File: config.mk
export PLATFORM = sky130hd
export DESIGN_NAME = icmh_ram
export DESIGN_NICKNAME = d
export VERILOG_FILES = /design/src/sv/icmh_ram.sv
export SDC_FILE = /design/constraint.sdc
export NUM_CORES = 1
export LEC_CHECK = 0
export ABC_AREA = 1
export BUFFER_PORTS_ARGS = -buffer_cell sky130_fd_sc_hd__buf_2
export CELL_PAD_IN_SITES_DETAIL_PLACEMENT = 1
export CELL_PAD_IN_SITES_GLOBAL_PLACEMENT = 2
export CORE_ASPECT_RATIO = 0.8
export CORE_MARGIN = 2
export CORE_UTILIZATION = 43
export DETAILED_ROUTE_END_ITERATION = 8
export GPL_TIMING_DRIVEN = 1
export PLACE_DENSITY = 0.88
export SYNTH_ARGS = -nofsm -noshare
export SYNTH_HDL_FRONTEND = slang
export SYNTH_SLANG_ARGS = --single-unit
File: constraint.sdc
create_clock -name clk_i -period 1.7 [get_ports clk_i]
set_input_delay 0.17 -clock clk_i [delete_from_list [all_inputs] [get_ports clk_i]]
set_output_delay 0.17 -clock clk_i [all_outputs]
set_load 0.01 [all_outputs]
File: src/sv/icmh_ram.sv
`timescale 1ns / 1ps
// Generic single-write, single-read synchronous RAM with a registered read.
// Depends on nothing.

module icmh_ram #(
  parameter int WIDTH = 8,
  parameter int DEPTH = 16
) (
  input  logic                     clk_i,
  input  logic                     we_i,
  input  logic [$clog2(DEPTH)-1:0] waddr_i,
  input  logic [WIDTH-1:0]         wdata_i,
  input  logic [$clog2(DEPTH)-1:0] raddr_i,
  output logic [WIDTH-1:0]         rdata_o
);

  logic [WIDTH-1:0] mem_q [DEPTH];

  // Write port.
  always_ff @(posedge clk_i) begin
    if (we_i) begin
      mem_q[waddr_i] <= wdata_i;
    end
  end

  // Registered read port.
  always_ff @(posedge clk_i) begin
    rdata_o <= mem_q[raddr_i];
  end

endmodule

=== Word-level counts from Yosys, hierarchy flattened ===
Memories as Yosys holds them, arrays and structs flattened. A register that Yosys moved wholly into a read port is not among the register bits.
Cells that the tools add are included.
Widths: inputs -> output; s select.

* Muxes and demuxes: 2

{| class="wikitable"
|+ Operators by type and width
! operator !! count
|-
| $mux 1 || 2
|}

* Register bits: 0
* Bits in writable memories: 128
* Input bits: 18
* Output and inout bits: 8
* Logic and storage cells: 3
* Memories kept: 1

{| class="wikitable"
|+ Memories
! name !! words !! bits a word !! read ports !! clocked after Yosys merged registers in !! write ports !! line !! source
|-
| mem_q || 16 || 8 || 1 || 1 || 1 || 17 || <nowiki>logic [WIDTH-1:0] mem_q [DEPTH];</nowiki>
|}

=== Depth between registers and ports, before layout ===
Gate-level depths: netlist of the first run.

* Depth after elaboration: 2
* Gate-level depth with buffers: 8
* Mapped depth without buffers: 7

=== Least setup slack after synthesis of the first run ===
Ideal clock, no wire load.

* Path kind: input to register
* From: input port waddr_i[2]
* To: memory mem_q[10][0], enable pin
* Setup time: 0.370 ns
* Arrival: 0.751 ns
* Required time: 1.330 ns
* Slack: 0.579 ns
* Stages on the path: 2
* Path buffers: 0
* Path through: nand3b_1 -> nor2_1

{| class="wikitable"
|+ RTL lines
! element !! line !! source
|-
| start: declaration || 11 || <nowiki>input logic [$clog2(DEPTH)-1:0] waddr_i,</nowiki>
|-
| end: declaration || 17 ||
|}

Straight into the memory's write port.

=== Worst setup path in the final report of the first run ===
* From: register rdata_o[0] (read register of mem_q)
* To: output port rdata_o[0]

{| class="wikitable"
|+ RTL lines
! element !! line !! source
|-
| start: declaration || 14 || <nowiki>output logic [WIDTH-1:0] rdata_o</nowiki>
|}

No word-level cell between the ends.

==> impl_metrics.env, run 1 <==
export IMPL_core_area_sq_mm=0.01296
export IMPL_grt_pass1_vias=4058
export IMPL_ioPinCount=26
export IMPL_powerDensity_mw_per_mm2=1120
export IMPL_min_path_type="in -> reg"
export IMPL_path_max_fanout=1
export IMPL_regToRegEndpoint="rdata_o[5]"
export IMPL_final_nets=614
export IMPL_worstSetupPathType="reg -> out"
export IMPL_finalHoldViolCount=0
export IMPL_drt_wirelength_per_cell_um=18.75
export IMPL_dr_pass1_iters=4
export IMPL_crit_chain="buf_2"
export IMPL_rsz0062_at_grt="false"
export IMPL_skew_ps=5.987
export IMPL_antenna_found_initial=0
export IMPL_gp_congestion=0.8046
export IMPL_grt_pass1_wl_mm=23.14
export IMPL_overflow=0
export IMPL_vdd_ir_drop_max_uv=813.4
export IMPL_synthTopCellsByCount="nand2_1 (173), edfxtp_1 (128), inv_1 (100), nand3_1 (97), nor2_1 (17)"
export IMPL_drtAntennaViolNets=0
export IMPL_status="finished clean"
export IMPL_antenna_cells=0
export IMPL_synth_most_common_cell="nand2_1"
export IMPL_endpoint_kind="primary output"
export IMPL_ctsHoldBuffers=0
export IMPL_worstPathArrival_ps=910
export IMPL_crit_family="flip-flops"
export IMPL_syn2layout_area_growth_pct=15.64
export IMPL_fmax_ghz=0.9276
export IMPL_vias_per_cell=5.010
export IMPL_report_final_slew_viol_count=0
export IMPL_post_cts_buffers=0
export IMPL_totalWireLength_mm=14.65
export IMPL_start_util_pct=44.49
export IMPL_cts_resized=0
export IMPL_cap_viol_max_count=0
export IMPL_min_path_cells=3
export IMPL_maxSlewHeadroom_pct=72.60
export IMPL_worstSkewPairLatency_ps=410
export IMPL_dieArea_sq_mm=0.01436
export IMPL_netlist_instances=551
export IMPL_die_x_um=133.5
export IMPL_netlist_area_sq_mm=0.005767
export IMPL_setup_violations=0
export IMPL_finalSetupTns_ps=0
export IMPL_yosys_area_top_type_share_pct=66.65
export IMPL_ys_seq_area_share_pct=69.43
export IMPL_worst_pin_slew_ps=411.1
export IMPL_drive_above_1_share_pct=11.88
export IMPL_p_leak_uw=0.002903
export IMPL_clockBufferDepth=2
export IMPL_cts_buffers=17
export IMPL_place_hpwl_mm=9.263
export IMPL_min_to="rdata_o[0]"
export IMPL_hp_start="raddr_i[3]"
export IMPL_synth_nets=569
export IMPL_chipHeight_um=107.6
export IMPL_netlist_top_cells_area="edfxtp_1 (67%), nand2_1 (11%), nand3_1 (8.4%)"
export IMPL_r2r_cells=6
export IMPL_total_power_uw=7470
export IMPL_r2r_start="mem_q[1][5]"
export IMPL_syn_avg_cell_area_sq_um=10.47
export IMPL_crit_slowest_cell="dfxtp_1"
export IMPL_startpoint="rdata_o[0]"
export IMPL_row_count=37
export IMPL_synth_edff_count=128
export IMPL_ys_warn_count=0
export IMPL_fin_crit_ps=1078
export IMPL_cts_tree="built"
export IMPL_fin_hold_ws_ps=143.6
export IMPL_vias=3913
export IMPL_grt_usage_pct=22.39
export IMPL_synth_top_area_cell="edfxtp_1"
export IMPL_synth_seq_cells=136
export IMPL_grt_max_degree=65
export IMPL_critPathLaunchType="register"
export IMPL_clk_pin_slew_ps=50
export IMPL_cts_root_buf="clkbuf_16"
export IMPL_post_route_drc_count=0
export IMPL_synth_ff_type="edfxtp_1"
export IMPL_clock_sinks=136
export IMPL_htree_levels=4
export IMPL_required_ps=1530
export IMPL_crit_path_max_incr_delay_ps=350
export IMPL_min_period_over_period_pct=63.41
export IMPL_crit_buf_inv=1
export IMPL_synthArstFlopShare_pct=0
export IMPL_r2r_setup_slack_ps=630
export IMPL_io_buffers=25
export IMPL_yosysUniqueCellTypes=12
export IMPL_drt_iter0_markers=303
==> cell type report <==
| cell class | count | area, sq um |
|---|---|---|
| Fill cell | 1418 | 6294 |
| Sequential cell | 136 | 4004 |
| Multi-Input combinational cell | 289 | 1214 |
| Clock buffer | 21 | 440.4 |
| Inverter | 102 | 382.9 |
| Timing Repair Buffer | 50 | 350.3 |
| Tap cell | 175 | 219.0 |
| Clock inverter | 8 | 58.81 |
==> how the worst max path moves through the flow <==
stage | to | slack (ps) | cells after the start
after floorplan | mem_q[10][0] | 580 | 2
after global placement | rdata_o[5] | 390 | 8
after detailed placement | rdata_o[7] | 380 | 8
after CTS | rdata_o[0] | 600 | 1
after global routing | rdata_o[0] | 580 | 1
final | rdata_o[0] | 620 | 1
==> per-stage QoR <==
| step | std cells | setup WS (ps) | util [%] | area (sq um) |
|---|---|---|---|---|
| after floorplan | 551 | 579.2 | - | 5767 |
| after global placement | 752 | 386.5 | 47.60 | 6170 |
| after detailed placement | 752 | 381.6 | 47.60 | 6170 |
| after CTS | 781 | 596.6 | 51.45 | 6669 |
| after global routing | 781 | 576.2 | 51.45 | 6669 |
| final | 781 | 622.0 | 51.45 | 6669 |
==> flip-flops by register name (all words and copies together) (netlist names) <==
| name | count |
|---|---|
| mem_q | 128 |
| rdata_o | 8 |
==> power breakdown <==
group | internal [uW] | total, uW | leakage (uW) | switching [uW]
clock | 1950 | 3210 | 0.000244 | 1260
combinational | 145 | 490 | 0.00144 | 345
sequential | 3750 | 3770 | 0.00122 | 21.2
total | 5850 | 7470 | 0.00290 | 1620
==> worst min-delay path, cell delays in order <==
cell	delay, ps
buf_2	180
nand3_1	110
nand2_1	40
==> routing by layer <==
metal | vias to the layer above | global-route usage, % | share of wire (%)
met5 | - | 0 | 0
li1 | 1858 | - | -
met1 | 1962 | 30.94 | 48
met3 | 14 | 4.661 | 4.2
met4 | 0 | 8.587 | 1.3
met2 | 79 | 35.09 | 47
==> layout by cell type, fill, tap and decap left out <==
| master | Yosys | final |
|---|---|---|
| inv_1 | 100 | 100 |
| clkbuf_16 | 0 | 17 |
| nand3_1 | 97 | 97 |
| nand2_1 | 173 | 173 |
| bufinv_16 | 0 | 1 |
| buf_2 | 13 | 25 |
| inv_2 | 2 | 2 |
| clkinv_1 | 0 | 5 |
| nor2_1 | 17 | 17 |
| clkbuf_1 | 0 | 4 |
| edfxtp_1 | 128 | 128 |
| buf_4 | 4 | 22 |
| clkinv_2 | 0 | 2 |
| buf_12 | 0 | 3 |
| dfxtp_1 | 8 | 8 |
| nand3b_1 | 2 | 2 |
==> cell families (layout without fill, tap and decap cells) <==
group	Yosys count	in the layout	synth area share, %
AND/OR/NAND/NOR	289	289	21.05
flip-flops	136	136	69.43
buffers and inverters	126	181	9.525
Power figures use the tool's default switching activity.
==> run 2: changes to the inputs <==
--- a/config.mk
+++ b/config.mk
@@ -11,10 +11,10 @@
 export CELL_PAD_IN_SITES_GLOBAL_PLACEMENT = 2
 export CORE_ASPECT_RATIO = 0.8
 export CORE_MARGIN = 2
-export CORE_UTILIZATION = 43
+export CORE_UTILIZATION = 36
 export DETAILED_ROUTE_END_ITERATION = 8
 export GPL_TIMING_DRIVEN = 1
-export PLACE_DENSITY = 0.88
+export PLACE_DENSITY = 0.79
 export SYNTH_ARGS = -nofsm -noshare
 export SYNTH_HDL_FRONTEND = slang
 export SYNTH_SLANG_ARGS = --single-unit
==> constraint.sdc (replaced) <==
create_clock -name clk_i -period 0.9 [get_ports clk_i]
set_input_delay 0.09 -clock clk_i [delete_from_list [all_inputs] [get_ports clk_i]]
set_output_delay 0.09 -clock clk_i [all_outputs]
set_load 0.01 [all_outputs]
==> impl_metrics.env, run 2 (synthesis results as in run 1) <==
export IMPL_worstPathArrival_ps=890
export IMPL_p_comb_share_pct=7.7
export IMPL_overflow=0
export IMPL_io_buffers=25
export IMPL_fmax_ghz=1.022
export IMPL_post_cts_buffers=0
export IMPL_core_area_sq_mm=0.01570
export IMPL_critPathLaunchType="register"
export IMPL_required_ps=810
export IMPL_grt_max_degree=42
export IMPL_power_share_sequential_pct=45.8
export IMPL_endpoint_kind="primary output"
export IMPL_htree_levels=4
export IMPL_status="finished, violations left"
export IMPL_post_route_drc_count=0
export IMPL_placed_cells=803
export IMPL_r2r_start="mem_q[7][5]"
export IMPL_final_cell_mix="nand2_1 (168), edfxtp_1 (128), inv_1 (97)"
export IMPL_clkPwrFrac_pct=46.5
export IMPL_dieArea_sq_mm=0.01705
export IMPL_final_common_cell="nand2_1"
export IMPL_cts_root_buf="clkbuf_16"
export IMPL_setup_ws_ps=-78.55
export IMPL_crit_path_max_incr_delay_ps=360
export IMPL_post_dp_cell_area_sq_mm=0.006455
export IMPL_crit_chain="buf_6"
export IMPL_crit_buf_inv=1
export IMPL_crit_path_end="rdata_o[7]"
export IMPL_instances_no_fill=835
export IMPL_gp_congestion=0.7975
export IMPL_path_max_fanout=1
export IMPL_grt_usage_pct=20.44
export IMPL_violations="negative setup slack"
export IMPL_drt_iter0_markers=251
export IMPL_maxSlewHeadroom_pct=69.88
export IMPL_r2r_setup_slack_ps=-70
export IMPL_top_register="mem_q"
export IMPL_finalHoldViolCount=0
export IMPL_drt_wirelength_per_cell_um=19.58
export IMPL_dr_pass1_iters=4
export IMPL_antenna_found_initial=0
export IMPL_place_hpwl_mm=10.63
export IMPL_fin_area_sq_mm=0.007411
export IMPL_rsz0062_at_grt="true"
export IMPL_chipHeight_um=117.2
export IMPL_total_power_uw=15620
export IMPL_worst_pin_slew_ps=451.8
export IMPL_cp_num_cells=1
export IMPL_worstSetupPathType="reg -> out"
export IMPL_largest_reg_flops=128
export IMPL_drive_above_1_share_pct=27.42
export IMPL_die_x_um=145.5
export IMPL_row_count=41
export IMPL_vias=4017
export IMPL_finalSetupTns_ps=-779.9
export IMPL_fillers=1736
export IMPL_vdd_ir_drop_max_uv=1426
export IMPL_fin_crit_ps=978.6
export IMPL_top_regs="mem_q (128), rdata_o (8)"
export IMPL_grt_pass1_vias=4305
export IMPL_internal_power_uw=12200
export IMPL_power_switching_uw=3422
export IMPL_regToRegEndpoint="rdata_o[5]"
export IMPL_antenna_cells=0
export IMPL_cap_viol_max_count=0
export IMPL_grt_pass1_wl_mm=25.12
export IMPL_skew_ps=6.835
export IMPL_totalWireLength_mm=16.35
export IMPL_vias_per_cell=4.811
export IMPL_cts_tree="built"
export IMPL_startpoint="rdata_o[7]"
export IMPL_drtAntennaViolNets=0
export IMPL_swShare_pct=21.91
export IMPL_p_leak_uw=0.003175
export IMPL_setup_violations=16
export IMPL_crit_family="flip-flops"
export IMPL_powerDensity_mw_per_mm2=2108
export IMPL_crit_slowest_cell="dfxtp_2"
export IMPL_clock_sinks=136
export IMPL_hp_start="wdata_i[7]"
export IMPL_worstSkewPairLatency_ps=430
export IMPL_ioPinCount=26
export IMPL_min_path_cells=2
export IMPL_min_path_type="in -> reg"
export IMPL_final_nets=625
export IMPL_syn2layout_area_growth_pct=28.51
export IMPL_report_final_slew_viol_count=0
export IMPL_r2r_cells=6
export IMPL_clk_pin_slew_ps=60
export IMPL_min_period_over_period_pct=108.7
export IMPL_clockBufferDepth=2
export IMPL_start_util_pct=36.74
export IMPL_cts_buffers=17
==> run 2: cell types whose count changed in the layout (fill, tap and decap cells not counted), moves of 4 or more <==
cell and change:
nand3_1 -54, dfxtp_2 +7, buf_12 +10, nand3_2 +54, nand2_2 +5, nor2_1 -9
nand2_1 -5, buf_2 -7, nor2_2 +8, buf_6 +7, clkinv_4 +4, dfxtp_1 -7
==> run 2: power by group through the flow <==
stage               Sequential, uW  Clock, uW  Combinational [uW]
finish                        7150       7270                1200
global route                  7160       7620                1310
CTS                           7150       7380                1180
detailed placement            7260          0                1060
global placement              7260          0                1030
floorplan                     7270          0                 509
==> run 2: per-layer routing <==
layer | global-route usage (%) | part of all wire (%)
met1 | 26.85 | 46
met3 | 3.798 | 4.6
met2 | 33.71 | 47
met4 | 9.085 | 2.4
met5 | 0 | 0
==> run 2: metrics by stage <==
stage | setup WS [ps] | util, % | hold slack, ps
floorplan | -119.0 | - | 188.9
global placement | -290.3 | 41.12 | 485.7
detailed placement | -325.8 | 41.12 | 487.8
CTS | -95.55 | 46.72 | 36.75
global route | -127.9 | 47.21 | 46.67
finish | -78.55 | 47.21 | 52.04
==> run 2: layout make-up <==
cell class / instances / area [sq um] / share of cell area (%)
Clock buffer: 19 / 442.9 / 5.977
Tap cell: 215 / 269.0 / 3.630
Inverter: 102 / 382.9 / 5.166
Clock inverter: 13 / 177.7 / 2.397
Timing Repair Buffer: 61 / 601.8 / 8.121
Multi-Input combinational cell: 289 / 1524 / 20.56
Sequential cell: 136 / 4013 / 54.14
==> run 2: what timing repair did <==
action | 4_1_cts | 5_1_grt
pin swaps | 29 | 12
hold buffers | 0 | 0
setup endpoints to repair | 16 | 16
gates resized for setup | 59 | 17
==> run 2: worst reg2reg max path, cell delays in order, from the launching register on <==
cell      delay (ps)
edfxtp_1         350
inv_1             70
nand2_1           80
nand3_2          120
nand3_2          100
nand3_2           80
nand2_1           60
==> run 2: worst min-delay path by stage <==
stage                              end
final                     mem_q[13][7]
after global routing      mem_q[13][7]
after CTS                  mem_q[8][7]
after detailed placement  mem_q[15][7]
after global placement    mem_q[15][7]
after floorplan            mem_q[0][0]
